File: src/caladd_pkg.sv
// shared types, constants and calendar helpers for the date and time adder
`default_nettype none

package caladd_pkg;

  localparam int unsigned SECS_PER_MIN  = 60;
  localparam int unsigned MINS_PER_HOUR = 60;
  localparam int unsigned HOURS_PER_DAY = 24;
  localparam int unsigned MONTH_WRAP    = 13;
  localparam int unsigned LEAP_PERIOD   = 4;

  // reciprocal constants: q = (x * RECIP) >> SHIFT is exact or one low for x < 2**32
  localparam logic [31:0] RECIP_60 = 32'd2290649224;
  localparam int unsigned SHIFT_60 = 37;
  localparam logic [31:0] RECIP_24 = 32'd2863311530;
  localparam int unsigned SHIFT_24 = 36;

  // request word
  typedef struct packed {
    logic [5:0]  start_second;
    logic [5:0]  start_minute;
    logic [4:0]  start_hour;
    logic [4:0]  start_day;
    logic [3:0]  start_month;
    logic [15:0] start_year;
    logic [30:0] add_seconds;
  } req_t;

  // response word
  typedef struct packed {
    logic [5:0]  new_second;
    logic [5:0]  new_minute;
    logic [4:0]  new_hour;
    logic [4:0]  new_day;
    logic [3:0]  new_month;
    logic [15:0] new_year;
  } rsp_t;

  // length of a month, february long in every year divisible by four
  function automatic logic [4:0] days_in(input logic [3:0] month, input logic [15:0] year);
    logic [4:0] len;
    case (month) inside
      4'd4, 4'd6, 4'd9, 4'd11: len = 5'd30;
      4'd2:    len = (year % LEAP_PERIOD == 0) ? 5'd29 : 5'd28;
      default: len = 5'd31;
    endcase
    return len;
  endfunction

endpackage

`default_nettype wire

File: src/calendar_add_seconds.sv
// calendar date and time plus a count of seconds, microcoded sequencer
//
// Usage: a request word (start date, start time, seconds to add) enters on
// the req channel when req_valid is high and req_stall is low; the result
// word leaves on the rsp channel when rsp_valid is high and rsp_stall is low.
// The block works on one word at a time. A small program steps a shared
// datapath: three reciprocal divisions (by 60, 60 and 24), each taking a
// multiply, a remainder and a correction step, then a month step repeated
// while the day count exceeds the current month's length. A new word is taken
// only once the previous result has gone into the output register. The month
// step covers no months for short additions, up to about 820 for the largest.
// The result sits in an output register: while the receiver stalls, the
// block finishes its current word and waits in its output step; the word
// already in the output register holds until taken. Reset (rst, synchronous)
// returns the step counter to the wait step and empties the output register.
`default_nettype none

module calendar_add_seconds (
  input  wire                 clk,
  input  wire                 rst,
  input  wire                 req_valid,
  output logic                req_stall,
  input  caladd_pkg::req_t    req,
  output logic                rsp_valid,
  input  wire                 rsp_stall,
  output caladd_pkg::rsp_t    rsp
);

  import caladd_pkg::*;

  // microcode word
  typedef enum logic [2:0] {OP_WAIT, OP_MUL, OP_REM, OP_FIX, OP_MONTH, OP_EMIT} op_t;
  typedef enum logic [1:0] {COND_NONE, COND_NO_INPUT, COND_LONG_MONTH, COND_OUT_BUSY} cond_t;
  typedef enum logic [0:0] {DIV_60, DIV_24} div_t;
  typedef enum logic [1:0] {DST_SEC, DST_MIN, DST_HOUR} dst_t;

  localparam int unsigned PROG_LEN = 12;
  localparam int unsigned PC_W     = $clog2(PROG_LEN);
  localparam logic [PC_W-1:0] PROG_LAST = PC_W'(PROG_LEN - 1);

  typedef struct packed {
    op_t             op;
    cond_t           cond;
    div_t            div;
    dst_t            dst;
    logic [PC_W-1:0] target;
  } cw_t;

  // control store: jump to target when the condition holds, else fall through
  function automatic cw_t program_step(input logic [PC_W-1:0] addr);
    cw_t w;
    w = '{op: OP_WAIT, cond: COND_NONE, div: DIV_60, dst: DST_SEC, target: '0};
    case (addr)
      PC_W'(0):  w = '{OP_WAIT,  COND_NO_INPUT,   DIV_60, DST_SEC,  PC_W'(0)};
      PC_W'(1):  w = '{OP_MUL,   COND_NONE,       DIV_60, DST_SEC,  PC_W'(0)};
      PC_W'(2):  w = '{OP_REM,   COND_NONE,       DIV_60, DST_SEC,  PC_W'(0)};
      PC_W'(3):  w = '{OP_FIX,   COND_NONE,       DIV_60, DST_SEC,  PC_W'(0)};
      PC_W'(4):  w = '{OP_MUL,   COND_NONE,       DIV_60, DST_MIN,  PC_W'(0)};
      PC_W'(5):  w = '{OP_REM,   COND_NONE,       DIV_60, DST_MIN,  PC_W'(0)};
      PC_W'(6):  w = '{OP_FIX,   COND_NONE,       DIV_60, DST_MIN,  PC_W'(0)};
      PC_W'(7):  w = '{OP_MUL,   COND_NONE,       DIV_24, DST_HOUR, PC_W'(0)};
      PC_W'(8):  w = '{OP_REM,   COND_NONE,       DIV_24, DST_HOUR, PC_W'(0)};
      PC_W'(9):  w = '{OP_FIX,   COND_NONE,       DIV_24, DST_HOUR, PC_W'(0)};
      PC_W'(10): w = '{OP_MONTH, COND_LONG_MONTH, DIV_24, DST_HOUR, PC_W'(10)};
      PC_W'(11): w = '{OP_EMIT,  COND_OUT_BUSY,   DIV_24, DST_HOUR, PC_W'(11)};
      default:   w = '{OP_WAIT,  COND_NONE,       DIV_60, DST_SEC,  PC_W'(0)};
    endcase
    return w;
  endfunction

  logic [PC_W-1:0] pc;
  logic [PC_W-1:0] pc_next;
  cw_t             cw;

  // datapath registers
  logic [31:0] acc;
  logic [27:0] quo;
  logic [6:0]  rem;
  logic [5:0]  sec;
  logic [5:0]  min;
  logic [4:0]  hour;
  logic [14:0] day;
  logic [3:0]  month;
  logic [15:0] year;

  logic [5:0]  divisor;
  logic [31:0] recip;
  logic [63:0] prod;
  logic [27:0] quo_est;
  logic [33:0] quo_times_div;
  logic [31:0] rem_wide;
  logic        rem_high;
  logic [6:0]  rem_fix;
  logic [27:0] quo_fix;
  logic [4:0]  dim;
  logic        long_month;
  logic        req_fire;
  logic        out_busy;
  logic        cond_true;
  logic [3:0]  start_month_norm;
  logic [15:0] start_year_norm;

  assign cw = program_step(pc);

  // divisor and reciprocal selection
  assign divisor = (cw.div == DIV_60) ? 6'(SECS_PER_MIN) : 6'(HOURS_PER_DAY);
  assign recip   = (cw.div == DIV_60) ? RECIP_60 : RECIP_24;

  // quotient estimate, then remainder, then one correction
  assign prod          = 64'(acc) * 64'(recip);
  assign quo_est       = (cw.div == DIV_60) ? {1'b0, prod[63:SHIFT_60]} : prod[63:SHIFT_24];
  assign quo_times_div = 34'(quo) * 34'(divisor);
  assign rem_wide      = acc - quo_times_div[31:0];
  assign rem_high      = (rem >= {1'b0, divisor});
  assign rem_fix       = rem_high ? (rem - {1'b0, divisor}) : rem;
  assign quo_fix       = rem_high ? (quo + 28'd1) : quo;

  // month stepping test
  assign dim        = days_in(month, year);
  assign long_month = (day > {10'd0, dim});

  // start month normalization
  always_comb begin
    start_month_norm = req.start_month;
    start_year_norm  = req.start_year;
    if (req.start_month == 4'd0) begin
      start_month_norm = 4'd1;
    end else if (req.start_month >= 4'(MONTH_WRAP)) begin
      start_month_norm = 4'd1;
      start_year_norm  = req.start_year + 16'd1;
    end
  end

  // handshakes
  assign req_stall = (cw.op != OP_WAIT);
  assign req_fire  = req_valid && !req_stall;
  assign out_busy  = rsp_valid && rsp_stall;

  // sequencer branch
  always_comb begin
    case (cw.cond)
      COND_NONE:       cond_true = 1'b0;
      COND_NO_INPUT:   cond_true = !req_valid;
      COND_LONG_MONTH: cond_true = long_month;
      COND_OUT_BUSY:   cond_true = out_busy;
      default:         cond_true = 1'b0;
    endcase
    if (cond_true) begin
      pc_next = cw.target;
    end else if (pc == PROG_LAST) begin
      pc_next = '0;
    end else begin
      pc_next = pc + PC_W'(1);
    end
  end

  // step counter, datapath and output register
  always_ff @(posedge clk) begin
    if (rst) begin
      pc        <= '0;
      rsp_valid <= 1'b0;
    end else begin
      pc <= pc_next;
      if (cw.op == OP_EMIT && !out_busy) begin
        rsp_valid <= 1'b1;
      end else if (rsp_valid && !rsp_stall) begin
        rsp_valid <= 1'b0;
      end
    end

    case (cw.op)
      OP_WAIT: begin
        if (req_fire) begin
          acc   <= 32'(req.start_second) + 32'(req.add_seconds);
          min   <= req.start_minute;
          hour  <= req.start_hour;
          day   <= 15'(req.start_day);
          month <= start_month_norm;
          year  <= start_year_norm;
        end
      end
      OP_MUL: begin
        quo <= quo_est;
      end
      OP_REM: begin
        rem <= rem_wide[6:0];
      end
      OP_FIX: begin
        case (cw.dst)
          DST_SEC: begin
            sec <= rem_fix[5:0];
            acc <= 32'(min) + 32'(quo_fix);
          end
          DST_MIN: begin
            min <= rem_fix[5:0];
            acc <= 32'(hour) + 32'(quo_fix);
          end
          DST_HOUR: begin
            hour <= rem_fix[4:0];
            day  <= day + quo_fix[14:0];
          end
          default: begin
            sec <= rem_fix[5:0];
          end
        endcase
      end
      OP_MONTH: begin
        if (long_month) begin
          day <= day - {10'd0, dim};
          if (month == 4'(MONTH_WRAP - 1)) begin
            month <= 4'd1;
            year  <= year + 16'd1;
          end else begin
            month <= month + 4'd1;
          end
        end
      end
      OP_EMIT: begin
        if (!out_busy) begin
          rsp.new_second <= sec;
          rsp.new_minute <= min;
          rsp.new_hour   <= hour;
          rsp.new_day    <= day[4:0];
          rsp.new_month  <= month;
          rsp.new_year   <= year;
        end
      end
      default: begin
        quo <= quo;
      end
    endcase
  end

  // checks
  a_rem_bound: assert property (@(posedge clk) disable iff (rst)
    (cw.op == OP_FIX) |-> (rem < {divisor, 1'b0}))
    else $error("remainder estimate off by more than one divisor");

  a_month_range: assert property (@(posedge clk) disable iff (rst)
    (cw.op == OP_MONTH) |-> (month >= 4'd1 && month <= 4'(MONTH_WRAP - 1)))
    else $error("month out of range while stepping");

  a_day_fits: assert property (@(posedge clk) disable iff (rst)
    (cw.op == OP_EMIT) |-> (day <= {10'd0, dim}))
    else $error("day exceeds month length at output");

  a_out_drain: assert property (@(posedge clk) disable iff (rst)
    (rsp_valid && !rsp_stall && cw.op != OP_EMIT) |=> !rsp_valid)
    else $error("output word not released after it was taken");

  a_pc_range: assert property (@(posedge clk) disable iff (rst)
    pc <= PROG_LAST)
    else $error("step counter outside program");

endmodule

`default_nettype wire
File: config.mk
export PLATFORM = sky130hd
export DESIGN_NAME = calendar_add_seconds
export DESIGN_NICKNAME = d
export VERILOG_FILES = /design/src/caladd_pkg.sv /design/src/calendar_add_seconds.sv
export SDC_FILE = /design/constraint.sdc
export NUM_CORES = 2
export LEC_CHECK = 0
export ABC_CLOCK_PERIOD_IN_PS = 7600
export BUFFER_PORTS_ARGS = -buffer_cell sky130_fd_sc_hd__buf_2
export CORE_MARGIN = 2
export CORE_UTILIZATION = 50
export DETAILED_ROUTE_END_ITERATION = 7
export HOLD_SLACK_MARGIN = 0.1
export PLACE_DENSITY_LB_ADDON = 0.15
export SKIP_CTS_REPAIR_TIMING = 1
export SLEW_MARGIN = 20
export SYNTH_ARGS = -nofsm -noshare
export SYNTH_HDL_FRONTEND = slang
export SYNTH_SLANG_ARGS = --single-unit
File: constraint.sdc
create_clock -name clk -period 7.6 [get_ports clk]
set_input_delay 0 -clock clk [delete_from_list [all_inputs] [get_ports clk]]
set_output_delay 0 -clock clk [all_outputs]
set_load 0.1 [all_outputs]
==> results_dict.tcl <==
set metrics [dict create \
    root_buffer "clkbuf_16" \
    grt_usage_pct 32.0 \
    r2r_slack_ns 0.05 \
    final_hold_viol_count 0 \
    hpwl_um 81300 \
    num_rows 87 \
    postRouteAntennaNets 0 \
    ys_seq_area_share_pct 17.8 \
    initial_utilization_pct 50.5 \
    hold_depth 4 \
    vias 22800 \
    min_path_type "input pin to flip-flop" \
    rsz0062_at_grt "yes" \
    clock_sinks 173 \
    maxCapViolations 0 \
    tns_ns 0 \
    critPathMaxFanout 16 \
    synthesis.instances 2995 \
    start_kind "flip-flop" \
    clk_pin_slew_ns 0.09 \
    antenna_found_initial 0 \
    cts_tree "built" \
    holdPathEnd "acc[22]" \
    routed_wl_um 93200 \
    min_from "req[21]" \
    drive_above_1_share_pct 17.7 \
    synth-edff-count 161 \
    io-pin-count 121 \
    wl_per_cell_um 22.2 \
    worst_r2r_path_depth 25 \
    fillCellCount 5050 \
    cts_buffers 17 \
    reg2reg_from "cw[6]" \
    core-area_um2 56400 \
    antenna_cells 0 \
    crit_path_frequent_cell "fa_1" \
    grt-ovfl-total 0 \
    cpPeakStageDelay_ns 0.56 \
    crit_slowest_cell "fa_1" \
    ctsLongestPathBuffers 2 \
    worst_pin_slew_ns 1.06 \
    ys_warn_count 0 \
    stdcell_area_um2 33900 \
    yosysUniqueCellTypes 83 \
    cp.required_ns 7.85 \
    mostFrequentLayoutCells "inv_1 (696), ha_1 (395), fa_1 (365), buf_4 (299), nand2_1 (184)" \
    setup_viol 0 \
    grt_pass1_wl_um 140000 \
    vias_per_cell 5.42 \
    postSynth.asyncResetShare_pct 0 \
    syn_area_um2 28500 \
    fin_util_pct 60.2 \
    htree_levels 4 \
    multiInputGateArea_um2 21100 \
    status "finished clean" \
    max_freq_mhz 132 \
    ys.flop_type "edfxtp_1" \
    drtPass1Iterations 5 \
    drc 0 \
    dieArea_um2 58900 \
    die_width_um 243 \
    die_h_um 243 \
    final_common_cell "inv_1" \
    grt_max_degree 68 \
    area_growth_syn_to_layout_pct 19.2 \
    gp_congestion 0.975 \
    placed_cell_area_um2 32100 \
    grt_pass1_vias 23700 \
    period_share_pct 99.4 \
    syn-num-nets 3854 \
    drtIter0Drc 1586 \
    clock_insertion_delay_worst_skew_ns 0.49 \
    critical_path_class "flip-flop to flip-flop" \
    nets 4288 \
    fin_crit_ns 7.55 \
    io_buffers 120 \
    endpoint_kind "flip-flop" \
    worstPathArrival_ns 7.80 \
    reg2reg_to "quo[23]" \
    relSlewSlack_pct 29.3 \
    clock_skew_ns 0.0263 \
    seq_area_um2 5080 \
    avgSynthCellArea_um2 9.51 \
    ys_seq_elements 173 \
    slew_violations 0 \
]
[sequential cells by signal, summed over array words and instances, names as in the netlist]
name / cells
hour: 5
min: 6
day: 15
sec: 6
year: 16
month: 4
acc: 32
rsp_valid: 1
cw: 7
rsp: 42
pc: 4
quo: 28
rem: 7
[area by class of cell]
cell class | instances | share of cell area, %
clock buffers | 17 | 1.25
clock inverters | 15 | 0.571
inverters | 705 | 7.81
multi-input cells | 2048 | 62.2
flip-flops and latches | 173 | 15.0
well taps | 756 | 2.79
repair buffers | 484 | 10.4
[through the flow]
stage	std cells	setup WS, ns	hold WS, ns
after floorplan	2995	0.00756	0.167
after global placement	4102	-0.405	0.280
after detailed placement	4102	-0.337	0.287
after CTS	4134	-0.384	-0.219
after global routing	4198	-0.171	0.113
final	4198	0.0489	0.0724
[layer usage]
layer	GRT usage, %	up-vias	wire [um]
li1	-	10600	-
met1	41.5	11300	38700
met2	54.9	634	46200
met3	3.30	153	3840
met4	12.7	0	4350
met5	0	-	0
[worst max-delay path by stage]
| stage | start | to | cells past startpoint |
|---|---|---|---|
| final | cw[6] | quo[23] | 25 |
| after global routing | cw[6] | quo[13] | 30 |
| after CTS | cw[6] | quo[23] | 27 |
| after detailed placement | cw[6] | quo[23] | 27 |
| after global placement | cw[6] | quo[23] | 27 |
| after floorplan | cw[6] | quo[26] | 29 |
[cell usage after synthesis, drive strengths merged (55+ instances only)]
| cell | instances | area share, % |
|---|---|---|
| a21oi | 110 | 1.9 |
| clkbuf | 55 | 0.72 |
| edfxtp | 161 | 17 |
| fa | 376 | 26 |
| ha | 406 | 18 |
| inv | 704 | 9.3 |
| nand2 | 192 | 2.5 |
| nand3 | 60 | 1.1 |
| nor2 | 131 | 1.7 |
| o21ai | 88 | 1.6 |
| xnor2 | 145 | 4.5 |
| xor2 | 78 | 2.4 |
[critical path, delay by kind of cell (launching register included)]
kind | cells | cell delay [ns]
fa+ha+maj | 8 | 3.82
simple gates | 6 | 1.08
flops | 1 | 0.40
xor+xnor | 1 | 0.21
buf+inv | 7 | 0.94
compound gates | 2 | 0.55
mux | 1 | 0.29
[cells by family after synthesis]
group,after synthesis,synth area share (%)
and+or+nand+nor,617,10.6
adders and majority gates,782,44.3
DFF,173,17.8
buffers and inverters,774,10.2
AOI/OAI and AO/OA,399,9.15
xor gates and xnor gates,224,6.96
muxes,26,0.949
Power is not shown: default switching activity piles up to over one toggle a cycle in this logic, so the estimate is an artifact.
